$ cat src/rtl/core/pcap_pkg.sv
// pcap_pkg: shared types and constants for the pulse counted axis positioner
// no dependencies; used by the channel interfaces and the core

package pcap_pkg;

   localparam int unsigned POS_W   = 16;
   localparam int unsigned SPEED_W = 10;
   localparam int unsigned OP_W    = 3;
   localparam int unsigned DRIVE_W = 2;
   localparam int unsigned CSR_IDX_W  = 2;
   localparam int unsigned CSR_DATA_W = 16;

   localparam logic [SPEED_W-1:0] SPEED_LIMIT = SPEED_W'(512);
   localparam logic [POS_W-1:0]   MAX_POSITION_RESET = '1;

   // command codes
   localparam logic [OP_W-1:0] OP_TICK     = 3'd0;
   localparam logic [OP_W-1:0] OP_HOME     = 3'd1;
   localparam logic [OP_W-1:0] OP_MOVE_ABS = 3'd2;
   localparam logic [OP_W-1:0] OP_MOVE_REL = 3'd3;
   localparam logic [OP_W-1:0] OP_STOP     = 3'd4;

   // motor drive codes
   localparam logic [DRIVE_W-1:0] DRIVE_STOP  = 2'd0;
   localparam logic [DRIVE_W-1:0] DRIVE_LEFT  = 2'd1;
   localparam logic [DRIVE_W-1:0] DRIVE_RIGHT = 2'd2;

   // register indexes
   localparam logic [CSR_IDX_W-1:0] CSR_DRIVE_SPEED     = 2'd0;
   localparam logic [CSR_IDX_W-1:0] CSR_REF_ACTIVE_HIGH = 2'd1;
   localparam logic [CSR_IDX_W-1:0] CSR_MAX_POSITION    = 2'd2;

   typedef enum logic [2:0] {
      MODE_UNREF = 3'd0,
      MODE_READY = 3'd1,
      MODE_LEFT  = 3'd2,
      MODE_RIGHT = 3'd3,
      MODE_HOME  = 3'd4
   } mode_type;

endpackage

$ cat src/rtl/core/pcap_req_if.sv
// pcap_req_if: request channel carrying one tick with an optional command
// depends on pcap_pkg for field widths

interface pcap_req_if;
   logic                        valid;
   logic                        ready;
   logic [pcap_pkg::OP_W-1:0]   op;
   logic [pcap_pkg::POS_W-1:0]  target_position;
   logic signed [pcap_pkg::POS_W-1:0] move_distance;
   logic                        ref_switch;
   logic                        count_pulse;

   modport source (output valid, op, target_position, move_distance, ref_switch,
                   count_pulse, input ready);
   modport sink   (input valid, op, target_position, move_distance, ref_switch,
                   count_pulse, output ready);
endinterface

$ cat src/rtl/core/pcap_rsp_if.sv
// pcap_rsp_if: response channel carrying drive, speed, position and status
// depends on pcap_pkg for field widths

interface pcap_rsp_if;
   logic                          valid;
   logic                          ready;
   logic [pcap_pkg::DRIVE_W-1:0]  motor_drive;
   logic [pcap_pkg::SPEED_W-1:0]  motor_speed;
   logic [pcap_pkg::POS_W-1:0]    current_position;
   logic [2:0]                    axis_status;
   logic                          command_accepted;

   modport source (output valid, motor_drive, motor_speed, current_position,
                   axis_status, command_accepted, input ready);
   modport sink   (input valid, motor_drive, motor_speed, current_position,
                   axis_status, command_accepted, output ready);
endinterface

$ cat src/rtl/core/pulse_counted_axis_positioner_core.sv
// pulse_counted_axis_positioner_core: single-axis homing and positioning core
// depends on pcap_pkg, pcap_req_if and pcap_rsp_if
//
// channel   | direction | contents
// req_chan  | in        | op, target_position, move_distance, ref_switch, count_pulse
// rsp_chan  | out       | motor_drive, motor_speed, current_position, axis_status,
//           |           | command_accepted
// csr_*     | in        | write enable, register index, write data (no read-back)
//
// one request per clock unless stalled; the registered response shows in the next cycle
// the axis state and the response register update together at the accepting edge,
// so the next tick sees the updated position and mode at once
// req_chan.ready is high whenever the response register is empty or being drained,
// so a held response stalls only the following request
// reset is synchronous: axis unreferenced, position and destination zero, registers at defaults

module pulse_counted_axis_positioner_core (
   input  logic                                 clock,
   input  logic                                 reset,
   pcap_req_if.sink                             req_chan,
   pcap_rsp_if.source                           rsp_chan,
   input  logic                                 csr_write_enable,
   input  logic [pcap_pkg::CSR_IDX_W-1:0]       csr_index,
   input  logic [pcap_pkg::CSR_DATA_W-1:0]      csr_write_data
);

   localparam int unsigned PW = pcap_pkg::POS_W;

   // configuration registers
   logic [pcap_pkg::SPEED_W-1:0] drive_speed_ff;
   logic                         ref_active_high_ff;
   logic [PW-1:0]                max_position_ff;

   // axis state
   logic [PW-1:0]          position_ff, position_in;
   logic [PW-1:0]          destination_ff, destination_in;
   pcap_pkg::mode_type     mode_ff, mode_in;

   // response register
   logic                             rsp_valid_ff;
   logic [pcap_pkg::DRIVE_W-1:0]     drive_ff, drive_in;
   logic [pcap_pkg::SPEED_W-1:0]     speed_ff, speed_in;
   logic                             accepted_ff, accepted_in;

   localparam int unsigned SPEED_W_LOC = pcap_pkg::SPEED_W;
   logic                  req_fire;
   logic [SPEED_W_LOC-1:0] csr_speed;

   // command stage signals
   logic [PW+1:0]         rel_sum;
   logic                  rel_in_range;
   logic [PW-1:0]         move_target;
   logic                  move_ok;
   logic                  was_moving;
   pcap_pkg::mode_type    mode_cmd;
   logic                  switch_active;
   logic [PW-1:0]         position_step;

   assign req_fire       = req_chan.valid && req_chan.ready;
   assign req_chan.ready = !rsp_valid_ff || rsp_chan.ready;

   // configuration writes; an oversized speed is dropped
   assign csr_speed = csr_write_data[SPEED_W_LOC-1:0];

   always_ff @(posedge clock) begin
      if (reset) begin
         drive_speed_ff     <= pcap_pkg::SPEED_LIMIT;
         ref_active_high_ff <= 1'b1;
         max_position_ff    <= pcap_pkg::MAX_POSITION_RESET;
      end else if (csr_write_enable) begin
         unique case (csr_index)
            pcap_pkg::CSR_DRIVE_SPEED: begin
               if (csr_speed <= pcap_pkg::SPEED_LIMIT) drive_speed_ff <= csr_speed;
            end
            pcap_pkg::CSR_REF_ACTIVE_HIGH: ref_active_high_ff <= csr_write_data[0];
            pcap_pkg::CSR_MAX_POSITION:    max_position_ff    <= csr_write_data[PW-1:0];
            default: ;
         endcase
      end
   end

   // relative target without wrap: two guard bits catch below zero and beyond range
   assign rel_sum = {2'b00, position_ff}
                  + {{2{req_chan.move_distance[PW-1]}}, req_chan.move_distance};
   assign rel_in_range = !rel_sum[PW+1] && (rel_sum[PW:0] <= {1'b0, max_position_ff});

   assign move_target = (req_chan.op == pcap_pkg::OP_MOVE_ABS) ? req_chan.target_position
                                                                : rel_sum[PW-1:0];
   assign switch_active = (req_chan.ref_switch == ref_active_high_ff);

   always_comb begin
      // command first
      mode_cmd       = mode_ff;
      destination_in = destination_ff;
      accepted_in    = 1'b0;
      was_moving     = (mode_ff == pcap_pkg::MODE_LEFT) || (mode_ff == pcap_pkg::MODE_RIGHT);
      move_ok        = 1'b0;

      unique case (req_chan.op)
         pcap_pkg::OP_HOME: begin
            mode_cmd    = pcap_pkg::MODE_HOME;
            was_moving  = 1'b0;
            accepted_in = 1'b1;
         end
         pcap_pkg::OP_MOVE_ABS: begin
            move_ok = (mode_ff == pcap_pkg::MODE_READY)
                    && (req_chan.target_position <= max_position_ff);
         end
         pcap_pkg::OP_MOVE_REL: begin
            move_ok = (mode_ff == pcap_pkg::MODE_READY) && rel_in_range;
         end
         pcap_pkg::OP_STOP: begin
            if (was_moving) mode_cmd = pcap_pkg::MODE_READY;
            else if (mode_ff == pcap_pkg::MODE_HOME) mode_cmd = pcap_pkg::MODE_UNREF;
            was_moving  = 1'b0;
            accepted_in = 1'b1;
         end
         default: ;
      endcase

      if (move_ok) begin
         accepted_in    = 1'b1;
         destination_in = move_target;
         if (position_ff > move_target)      mode_cmd = pcap_pkg::MODE_LEFT;
         else if (position_ff < move_target) mode_cmd = pcap_pkg::MODE_RIGHT;
      end

      // then motion
      mode_in       = mode_cmd;
      position_in   = position_ff;
      position_step = (mode_cmd == pcap_pkg::MODE_LEFT) ? position_ff - PW'(1)
                                                        : position_ff + PW'(1);
      if (mode_cmd == pcap_pkg::MODE_HOME) begin
         if (switch_active) begin
            position_in = '0;
            mode_in     = pcap_pkg::MODE_READY;
         end
      end else if (was_moving && req_chan.count_pulse) begin
         if ((mode_cmd == pcap_pkg::MODE_LEFT) || (mode_cmd == pcap_pkg::MODE_RIGHT)) begin
            position_in = position_step;
         end
         if (position_in == destination_in) mode_in = pcap_pkg::MODE_READY;
      end

      // motor outputs follow the final mode
      priority if ((mode_in == pcap_pkg::MODE_LEFT) || (mode_in == pcap_pkg::MODE_HOME)) begin
         drive_in = pcap_pkg::DRIVE_LEFT;
      end else if (mode_in == pcap_pkg::MODE_RIGHT) begin
         drive_in = pcap_pkg::DRIVE_RIGHT;
      end else begin
         drive_in = pcap_pkg::DRIVE_STOP;
      end
      speed_in = (drive_in == pcap_pkg::DRIVE_STOP) ? '0 : drive_speed_ff;
   end

   // axis state register
   always_ff @(posedge clock) begin
      if (reset) begin
         position_ff    <= '0;
         destination_ff <= '0;
         mode_ff        <= pcap_pkg::MODE_UNREF;
      end else if (req_fire) begin
         position_ff    <= position_in;
         destination_ff <= destination_in;
         mode_ff        <= mode_in;
      end
   end

   // response register
   always_ff @(posedge clock) begin
      if (reset) begin
         rsp_valid_ff <= 1'b0;
      end else if (req_fire) begin
         rsp_valid_ff <= 1'b1;
      end else if (rsp_chan.ready) begin
         rsp_valid_ff <= 1'b0;
      end
   end

   always_ff @(posedge clock) begin
      if (req_fire) begin
         drive_ff    <= drive_in;
         speed_ff    <= speed_in;
         accepted_ff <= accepted_in;
      end
   end

   // position and status in the response are the state just written
   assign rsp_chan.valid            = rsp_valid_ff;
   assign rsp_chan.motor_drive      = drive_ff;
   assign rsp_chan.motor_speed      = speed_ff;
   assign rsp_chan.current_position = position_ff;
   assign rsp_chan.axis_status      = 3'(mode_ff);
   assign rsp_chan.command_accepted = accepted_ff;

   // checks
   a_accept_gives_rsp: assert property (@(posedge clock) disable iff (reset)
      req_fire |=> rsp_valid_ff)
      else $error("accepted request did not produce a response");

   a_ready_when_empty: assert property (@(posedge clock) disable iff (reset)
      !rsp_valid_ff |-> req_chan.ready)
      else $error("request stalled with empty response register");

   a_speed_limit: assert property (@(posedge clock) disable iff (reset)
      drive_speed_ff <= pcap_pkg::SPEED_LIMIT)
      else $error("drive speed above limit");

   a_stopped_no_speed: assert property (@(posedge clock) disable iff (reset)
      rsp_valid_ff && (drive_ff == pcap_pkg::DRIVE_STOP) |-> (speed_ff == '0))
      else $error("speed driven while motor stopped");

   a_home_zeroes: assert property (@(posedge clock) disable iff (reset)
      ($past(mode_ff) == pcap_pkg::MODE_HOME) && (mode_ff == pcap_pkg::MODE_READY)
      |-> (position_ff == '0))
      else $error("homing finished with non-zero position");

endmodule

$ cat src/flat_wrapper.sv
// flat-port wrapper written by rule: the top's interface ports become plain ports
module pulse_counted_axis_positioner_core_flat 
  (clock, reset, csr_write_enable, csr_index, csr_write_data, req_chan_valid, req_chan_op, req_chan_target_position, req_chan_move_distance, req_chan_ref_switch, req_chan_count_pulse, req_chan_ready, rsp_chan_valid, rsp_chan_motor_drive, rsp_chan_motor_speed, rsp_chan_current_position, rsp_chan_axis_status, rsp_chan_command_accepted, rsp_chan_ready);
  pcap_req_if req_chan_i ();
  pcap_rsp_if rsp_chan_i ();
  input  logic clock;
  input  logic reset;
  input  logic csr_write_enable;
  input  logic [pcap_pkg::CSR_IDX_W-1:0] csr_index;
  input  logic [pcap_pkg::CSR_DATA_W-1:0] csr_write_data;
  input wire logic [$bits(req_chan_i.valid)-1:0] req_chan_valid;
  input wire logic [$bits(req_chan_i.op)-1:0] req_chan_op;
  input wire logic [$bits(req_chan_i.target_position)-1:0] req_chan_target_position;
  input wire logic [$bits(req_chan_i.move_distance)-1:0] req_chan_move_distance;
  input wire logic [$bits(req_chan_i.ref_switch)-1:0] req_chan_ref_switch;
  input wire logic [$bits(req_chan_i.count_pulse)-1:0] req_chan_count_pulse;
  output wire logic [$bits(req_chan_i.ready)-1:0] req_chan_ready;
  output wire logic [$bits(rsp_chan_i.valid)-1:0] rsp_chan_valid;
  output wire logic [$bits(rsp_chan_i.motor_drive)-1:0] rsp_chan_motor_drive;
  output wire logic [$bits(rsp_chan_i.motor_speed)-1:0] rsp_chan_motor_speed;
  output wire logic [$bits(rsp_chan_i.current_position)-1:0] rsp_chan_current_position;
  output wire logic [$bits(rsp_chan_i.axis_status)-1:0] rsp_chan_axis_status;
  output wire logic [$bits(rsp_chan_i.command_accepted)-1:0] rsp_chan_command_accepted;
  input wire logic [$bits(rsp_chan_i.ready)-1:0] rsp_chan_ready;
  assign req_chan_i.valid = req_chan_valid;
  assign req_chan_i.op = req_chan_op;
  assign req_chan_i.target_position = req_chan_target_position;
  assign req_chan_i.move_distance = req_chan_move_distance;
  assign req_chan_i.ref_switch = req_chan_ref_switch;
  assign req_chan_i.count_pulse = req_chan_count_pulse;
  assign req_chan_ready = req_chan_i.ready;
  assign rsp_chan_valid = rsp_chan_i.valid;
  assign rsp_chan_motor_drive = rsp_chan_i.motor_drive;
  assign rsp_chan_motor_speed = rsp_chan_i.motor_speed;
  assign rsp_chan_current_position = rsp_chan_i.current_position;
  assign rsp_chan_axis_status = rsp_chan_i.axis_status;
  assign rsp_chan_command_accepted = rsp_chan_i.command_accepted;
  assign rsp_chan_i.ready = rsp_chan_ready;
  pulse_counted_axis_positioner_core u_core (.clock(clock), .reset(reset), .req_chan(req_chan_i), .rsp_chan(rsp_chan_i), .csr_write_enable(csr_write_enable), .csr_index(csr_index), .csr_write_data(csr_write_data));
endmodule
$ cat config.mk
export PLATFORM = sky130hd
export DESIGN_NAME = pulse_counted_axis_positioner_core_flat
export DESIGN_NICKNAME = d
export VERILOG_FILES = /design/src/rtl/core/pcap_pkg.sv /design/src/rtl/core/pcap_req_if.sv /design/src/rtl/core/pcap_rsp_if.sv /design/src/rtl/core/pulse_counted_axis_positioner_core.sv /design/src/flat_wrapper.sv
export SDC_FILE = /design/constraint.sdc
export NUM_CORES = 1
export LEC_CHECK = 0
export BUFFER_PORTS_ARGS = -buffer_cell sky130_fd_sc_hd__buf_2
export CAP_MARGIN = 5
export CORE_MARGIN = 3
export CORE_UTILIZATION = 40
export DETAILED_ROUTE_END_ITERATION = 12
export HOLD_SLACK_MARGIN = 0.1
export MAX_ROUTING_LAYER = met4
export PLACE_DENSITY = 0.64
export SLEW_MARGIN = 5
export SYNTH_ARGS = -nofsm -noshare
export SYNTH_HDL_FRONTEND = slang
export SYNTH_SLANG_ARGS = --single-unit
$ cat constraint.sdc
create_clock -name clock -period 10.61 [get_ports clock]
set_input_delay 1.061 -clock clock [delete_from_list [all_inputs] [get_ports clock]]
set_output_delay 1.061 -clock clock [all_outputs]
set_load 0.05 [all_outputs]
==> results of run 1 <==
how the worst max path moves through the flow:
| stage | end | slack [ps] | startpoint | cells after the start |
|---|---|---|---|---|
| after detailed placement | u_core.rsp_chan.motor_speed[5]$_SDFFCE_PN0P_ | 1350 | req_chan_move_distance[0] | 33 |
| after global placement | u_core.rsp_chan.motor_speed[7]$_SDFFCE_PN0P_ | 1540 | req_chan_move_distance[0] | 33 |
| after CTS | u_core.rsp_chan.motor_speed[6]$_SDFFCE_PN0P_ | 1690 | req_chan_move_distance[0] | 33 |
| final | u_core.rsp_chan.motor_speed[6]$_SDFFCE_PN0P_ | 1560 | req_chan_move_distance[0] | 33 |
| after floorplan | u_core.rsp_chan.motor_speed[0]$_SDFFCE_PN0P_ | 2620 | req_chan_move_distance[0] | 31 |
| after global routing | u_core.rsp_chan.motor_speed[6]$_SDFFCE_PN0P_ | 910 | req_chan_move_distance[0] | 32 |
metal layers:
metal  vias up  GRT usage, %
li1       3219             -
met4         0         6.663
met2       225         34.60
met5         -             -
met1      3004         31.93
met3        33         3.590
where the power goes:
group,internal (uW),switching (uW),total (uW)
combinational,77.0,139,216
clock,182,129,312
sequential,304,6.34,311
total,564,275,838
sequential cells by signal (all words and copies together) (netlist names):
name and flops:
u_core.drive_speed_ff 10, u_core.rsp_chan.motor_drive 2, u_core.rsp_chan.axis_status 3, u_core.max_position_ff 16
u_core.rsp_chan.motor_speed 10, u_core.rsp_chan.current_position 16, u_core.destination_ff 16, u_core.rsp_chan.valid 1
u_core.rsp_chan.command_accepted 1, u_core.ref_active_high_ff 1
layout make-up:
type,count,share of cell area [%]
Multi-Input combinational cell,672,62.13
Sequential cell,76,21.44
Inverter,49,2.388
Clock inverter,6,0.8285
Clock buffer,10,2.973
Tap cell,216,3.509
Timing Repair Buffer,100,6.725
cells by family after synthesis:
| logic type | Yosys count |
|---|---|
| fa+ha+maj | 81 |
| simple gates | 274 |
| compound gates | 241 |
| xor+xnor | 32 |
| buf+inv | 81 |
| mux | 44 |
| flops | 76 |
tightest hold or removal path: cells and delay by family, from the launching register on:
kind,cells,cell delay (ps)
flops,1,310
simple gates,1,50
compound gates,1,50
per-stage QoR:
stage	hold slack [ps]	total power (uW)	area (um^2)	utilization (%)	cells
after detailed placement	447.9	529.8	7410	45.81	1113
final	456.4	838.2	7702	47.62	1129
after CTS	456.7	840.8	7702	47.62	1129
after floorplan	432.7	468.5	6753	-	829
after global placement	443.9	528.0	7410	45.81	1113
after global routing	499.6	877.6	7702	47.62	1129
placed cells by master, fill, tap and decap left out, drive strengths merged, types with 5 or more instances in the layout:
cell / n
buf: 100
nor2: 92
ha: 79
a21oi: 67
dfxtp: 63
nand2: 54
inv: 50
o21ai: 41
mux2i: 38
nor4: 23
a211oi: 22
xnor2: 21
a21o: 19
o21a: 18
a211o: 17
nor3: 15
nand3: 13
edfxtp: 13
nand2b: 13
xor2: 11
or3: 11
and2: 11
clkbuf: 10
o211ai: 9
nor2b: 8
o31a: 8
nand4: 7
o21bai: 7
mux2: 6
and4: 5
a31oi: 5
a221oi: 5
==> results.sh, run 1 <==
export IMPL_cts_repair_resize_count=0
export IMPL_synth_edff_count=13
export IMPL_finalSetupViolCount=0
export IMPL_drive_gt1_share_pct=15.33
export IMPL_overflow=0
export IMPL_synthTopCellsByCount="nor2_1 (92), ha_1 (79), a21oi_1 (66), dfxtp_1 (63), nand2_1 (54)"
export IMPL_synth_simple_gate_area_share_pct=20.40
export IMPL_nFillCells=1625
export IMPL_yosysWarnings=0
export IMPL_async_flop_share_pct=0
export IMPL_cap_violations=0
export IMPL_seq_area_um2=1652
export IMPL_place_ws_ps=1351
export IMPL_cp_common_cell="ha_1"
export IMPL_die_height_um=135.9
export IMPL_yosysSeqAreaShare_pct=24.46
export IMPL_worst_path_max_fanout=25
export IMPL_gp_congestion=0.9530
export IMPL_grt_usage_pct=22.96
export IMPL_synth_top_area_cell="dfxtp_1"
export IMPL_cts_hold_buf=0
export IMPL_placementRows=46
export IMPL_wl_met3_um=1437
export IMPL_initialDrtViolationCount=523
export IMPL_r2r_start="u_core.rsp_chan.current_position[0]$_SDFFE_PP0P_"
export IMPL_arrival_ps=9150
export IMPL_grt_first_pass_wirelength_um=32040
export IMPL_skew_ps=10.43
export IMPL_syn_area_per_cell_um2=8.146
export IMPL_initial_core_util_pct=41.75
export IMPL_wl_met1_um=9656
export IMPL_peakVddDrop_mv=0.08607
export IMPL_synth_compound_area_share_pct=24.22
export IMPL_die_area_um2=18480
export IMPL_startpoint_type="input port"
export IMPL_clock_sinks=76
export IMPL_timing_rr_end="u_core.rsp_chan.motor_speed[6]$_SDFFCE_PN0P_"
export IMPL_top_layer="met4"
export IMPL_rsz0062_at_grt="false"
export IMPL_port_buffers=93
export IMPL_hold_depth=2
export IMPL_chipWidth_um=135.9
export IMPL_p_leak_uw=0.003461
export IMPL_synth_most_common_cell="nor2_1"
export IMPL_routed_wirelength_um=20660
export IMPL_wl_per_cell_um=18.30
export IMPL_max_freq_mhz=110.5
export IMPL_finalCritPeriodShare_pct=85.29
export IMPL_hold_viol=0
export IMPL_ys_top_cells_by_area="dfxtp_1 (19%), ha_1 (15%), edfxtp_1 (5.8%)"
export IMPL_dp_hpwl_um=16290
export IMPL_core_area_um2=16170
export IMPL_clk_latency_ps=350
export IMPL_fin_setup_tns_ps=0
export IMPL_cpPeakStageDelay_ps=430
export IMPL_r2r_cells=32
export IMPL_hp_class="register to register"
export IMPL_grt_pass1_vias=5992
export IMPL_ys_flop_type="dfxtp_1"
export IMPL_holdPathEnd="u_core.destination_ff[7]$_SDFFE_PP0P_"
export IMPL_ios=94
export IMPL_fin_nets=1049
export IMPL_maxSlewViolCount=0
export IMPL_ant_nets=0
export IMPL_worstPathRequired_ps=10710
export IMPL_drcViolationCount=0
export IMPL_dr_pass1_iters=5
export IMPL_antenna_cells=0
export IMPL_critPathKind="input port to register"
export IMPL_crit_family="compound AO/OA/AOI/OAI gates"
export IMPL_maxSlewHeadroom_pct=21.81
export IMPL_grt_start_max_net_pins=63
export IMPL_hold_start="u_core.destination_ff[7]$_SDFFE_PP0P_"
export IMPL_ys_seq_elements=76
export IMPL_status="finished, final reports clean"
export IMPL_synth_area_um2=6753
export IMPL_synthAdderAreaFrac_pct=15.23
export IMPL_cp_end_kind="register"
export IMPL_synthCells=829
export IMPL_worst_pin_slew_ps=1173
export IMPL_power_density_nw_per_um2=108.8
export IMPL_cp_num_buf_inv=3
export IMPL_synth_cell_type_count=72
export IMPL_muxShareOfSynthArea_pct=6.633
export IMPL_syn_to_final_growth_pct=14.06
export IMPL_r2r_setup_slack_ps=1840
export IMPL_synth_top_cell_area_share_pct=18.68
export IMPL_synth_nets=970
export IMPL_dr_wl_met2_um=9077
export IMPL_clockRootBuffer="clkbuf_16"
export IMPL_cts_tree="yes"
export IMPL_h_tree_depth=3
export IMPL_timing_final_ws_setup_ps=1560
export IMPL_multi_input_area_um2=4786
export IMPL_synthXorXnorAreaFrac_pct=4.150
export IMPL_slowest_stage="nor3_1"
export IMPL_numCtsBuffers=9
export IMPL_synth_top_family_by_area="compound AO/OA/AOI/OAI gates"
export IMPL_antenna_found_initial=0
export IMPL_min_period_ps=9050
export IMPL_cts_clk_slew_worst_paths_ps=60
export IMPL_clockBufferDepth=2
export IMPL_post_drt_via_cell_ratio=5.740
export IMPL_cts_setup_buffers=0
export IMPL_via_count=6481
No activity file was read; power rests on OpenSTA's default activity.
==> inputs of run 2 (changes only) <==
CORE_ASPECT_RATIO = 0.6   (was default)
CORE_UTILIZATION = 52   (was 40)
PLACE_DENSITY = 0.78   (was 0.64)
==> results.sh, run 2 (synthesis gave the netlist of run 1 again) <==
export IMPL_dp_hpwl_um=16160
export IMPL_nFillCells=1118
export IMPL_peakVddDrop_mv=0.07347
export IMPL_grt_start_max_net_pins=63
export IMPL_hold_start="u_core.destination_ff[7]$_SDFFE_PP0P_"
export IMPL_cts_clk_slew_worst_paths_ps=60
export IMPL_grt_first_pass_wirelength_um=32640
export IMPL_power_uw=874.5
export IMPL_placementRows=31
export IMPL_antenna_cells=0
export IMPL_max_freq_mhz=106.2
export IMPL_hp_class="register to register"
export IMPL_maxSlewViolCount=0
export IMPL_initial_core_util_pct=54.58
export IMPL_ios=94
export IMPL_p_leak_uw=0.003480
export IMPL_rsz0062_at_grt="false"
export IMPL_grt_usage_pct=29.31
export IMPL_holdPathEnd="u_core.destination_ff[7]$_SDFFE_PP0P_"
export IMPL_drcViolationCount=0
export IMPL_cap_violations=0
export IMPL_critPathKind="input port to register"
export IMPL_postPlaceCellArea_um2=7346
export IMPL_status="finished, final reports clean"
export IMPL_skew_ps=10.71
export IMPL_port_buffers=93
export IMPL_cts_setup_buffers=0
export IMPL_timing_rr_end="u_core.rsp_chan.motor_speed[4]$_SDFFCE_PN0P_"
export IMPL_dr_pass1_iters=5
export IMPL_overflow=0
export IMPL_worst_pin_slew_ps=1253
export IMPL_startpoint_type="input port"
export IMPL_finalCritPeriodShare_pct=88.73
export IMPL_core_area_um2=12370
export IMPL_finalSetupViolCount=0
export IMPL_chipWidth_um=153.1
export IMPL_hold_viol=0
export IMPL_clockRootBuffer="clkbuf_16"
export IMPL_mostFrequentLayoutCell="buf_2"
export IMPL_utilization_pct=62.04
export IMPL_fin_nets=1049
export IMPL_power_density_nw_per_um2=113.9
export IMPL_die_height_um=94.27
export IMPL_drive_gt1_share_pct=15.22
export IMPL_clk_latency_ps=340
export IMPL_numCtsBuffers=9
export IMPL_fin_setup_tns_ps=0
export IMPL_wl_per_cell_um=19.22
export IMPL_via_count=6686
export IMPL_r2r_setup_slack_ps=1500
export IMPL_r2r_cells=30
export IMPL_hold_depth=2
export IMPL_cp_end_kind="register"
export IMPL_arrival_ps=9500
export IMPL_clock_sinks=76
export IMPL_r2r_start="u_core.rsp_chan.current_position[0]$_SDFFE_PP0P_"
export IMPL_slowest_stage="nor4_2"
export IMPL_worst_path_max_fanout=14
export IMPL_fin_area_um2=7676
export IMPL_h_tree_depth=3
export IMPL_post_drt_via_cell_ratio=6.202
export IMPL_cts_tree="yes"
export IMPL_grt_pass1_vias=5984
export IMPL_cp_common_cell="ha_1"
export IMPL_cpPeakStageDelay_ps=550
export IMPL_maxSlewHeadroom_pct=15.94
export IMPL_cts_repair_resize_count=0
export IMPL_ant_nets=0
export IMPL_final_cell_mix="buf_2 (93), nor2_1 (92), ha_1 (79), a21oi_1 (66), dfxtp_1 (63)"
export IMPL_crit_family="compound AO/OA/AOI/OAI gates"
export IMPL_syn_to_final_growth_pct=13.67
export IMPL_routed_wirelength_um=20720
export IMPL_cts_hold_buf=0
export IMPL_die_area_um2=14430
export IMPL_min_period_ps=9414
export IMPL_antenna_found_initial=0
export IMPL_clockBufferDepth=2
export IMPL_initialDrtViolationCount=585
export IMPL_cp_num_buf_inv=2
export IMPL_gp_congestion=1.002
export IMPL_worstPathRequired_ps=10700
## run 2: cell count changes in the layout (fill, tap and decap cells not counted)
cell	before	now
inv_6	1	0
clkinv_2	1	0
bufinv_16	1	2
clkinv_1	1	0
clkbuf_16	9	10
clkbuf_1	1	3
clkinvlp_4	1	0
## run 2: layout make-up
type | instances | area [um^2] | share of cell area [%]
clock inverter | 3 | 68.82 | 0.8965
multi-input combinational | 672 | 4786 | 62.35
timing repair buffer | 100 | 518.0 | 6.748
tap | 165 | 206.4 | 2.689
inverter | 49 | 183.9 | 2.396
clock buffer | 13 | 261.5 | 3.407
sequential | 76 | 1652 | 21.52
## run 2: through the flow
step                hold slack, ps  std cells  worst slack, ps
global placement             445.6       1062             1561
detailed placement           454.6       1062             1205
floorplan                    432.7        829             2618
finish                       468.6       1078             1196
global route                 487.8       1078            805.9
CTS                          463.3       1078             1484
## run 2: worst max path at each step
| stage | startpoint | end | cells past startpoint |
|---|---|---|---|
| 2_1_floorplan | req_chan_move_distance[0] | u_core.rsp_chan.motor_speed[0]$_SDFFCE_PN0P_ | 31 |
| 3_3_place_gp | req_chan_move_distance[0] | u_core.rsp_chan.motor_speed[5]$_SDFFCE_PN0P_ | 31 |
| 3_5_place_dp | req_chan_move_distance[0] | u_core.rsp_chan.motor_speed[5]$_SDFFCE_PN0P_ | 31 |
| 4_1_cts | req_chan_move_distance[0] | u_core.rsp_chan.motor_speed[4]$_SDFFCE_PN0P_ | 31 |
| 5_1_grt | req_chan_move_distance[0] | u_core.rsp_chan.motor_speed[5]$_SDFFCE_PN0P_ | 31 |
| 6_report | req_chan_move_distance[0] | u_core.rsp_chan.motor_speed[4]$_SDFFCE_PN0P_ | 31 |
## run 2: per-layer routing
layer  up-vias  share of wire [%]  GRT usage [%]
met4         0               0.96          4.151
li1       3224                  -              -
met2       375                 36          36.31
met1      3061                 50          45.33
met3        26                 14          9.848
met5         -                  0              -
## run 2: worst register-to-register path: cells and delay by family (launching register included)
kind,cells,cell delay [ps]
compound gates,13,3730
simple gates,10,2560
fa+ha+maj,4,1410
flops,1,420
buf+inv,1,420
xor+xnor,2,330
## run 2: power by group
part | total (uW) | leakage, uW | internal, uW | switching (uW)
logic | 222 | 0.00268 | 77.3 | 145
clock network | 343 | 0.000159 | 221 | 122
registers | 310 | 0.000643 | 304 | 5.63
total | 875 | 0.00348 | 603 | 272
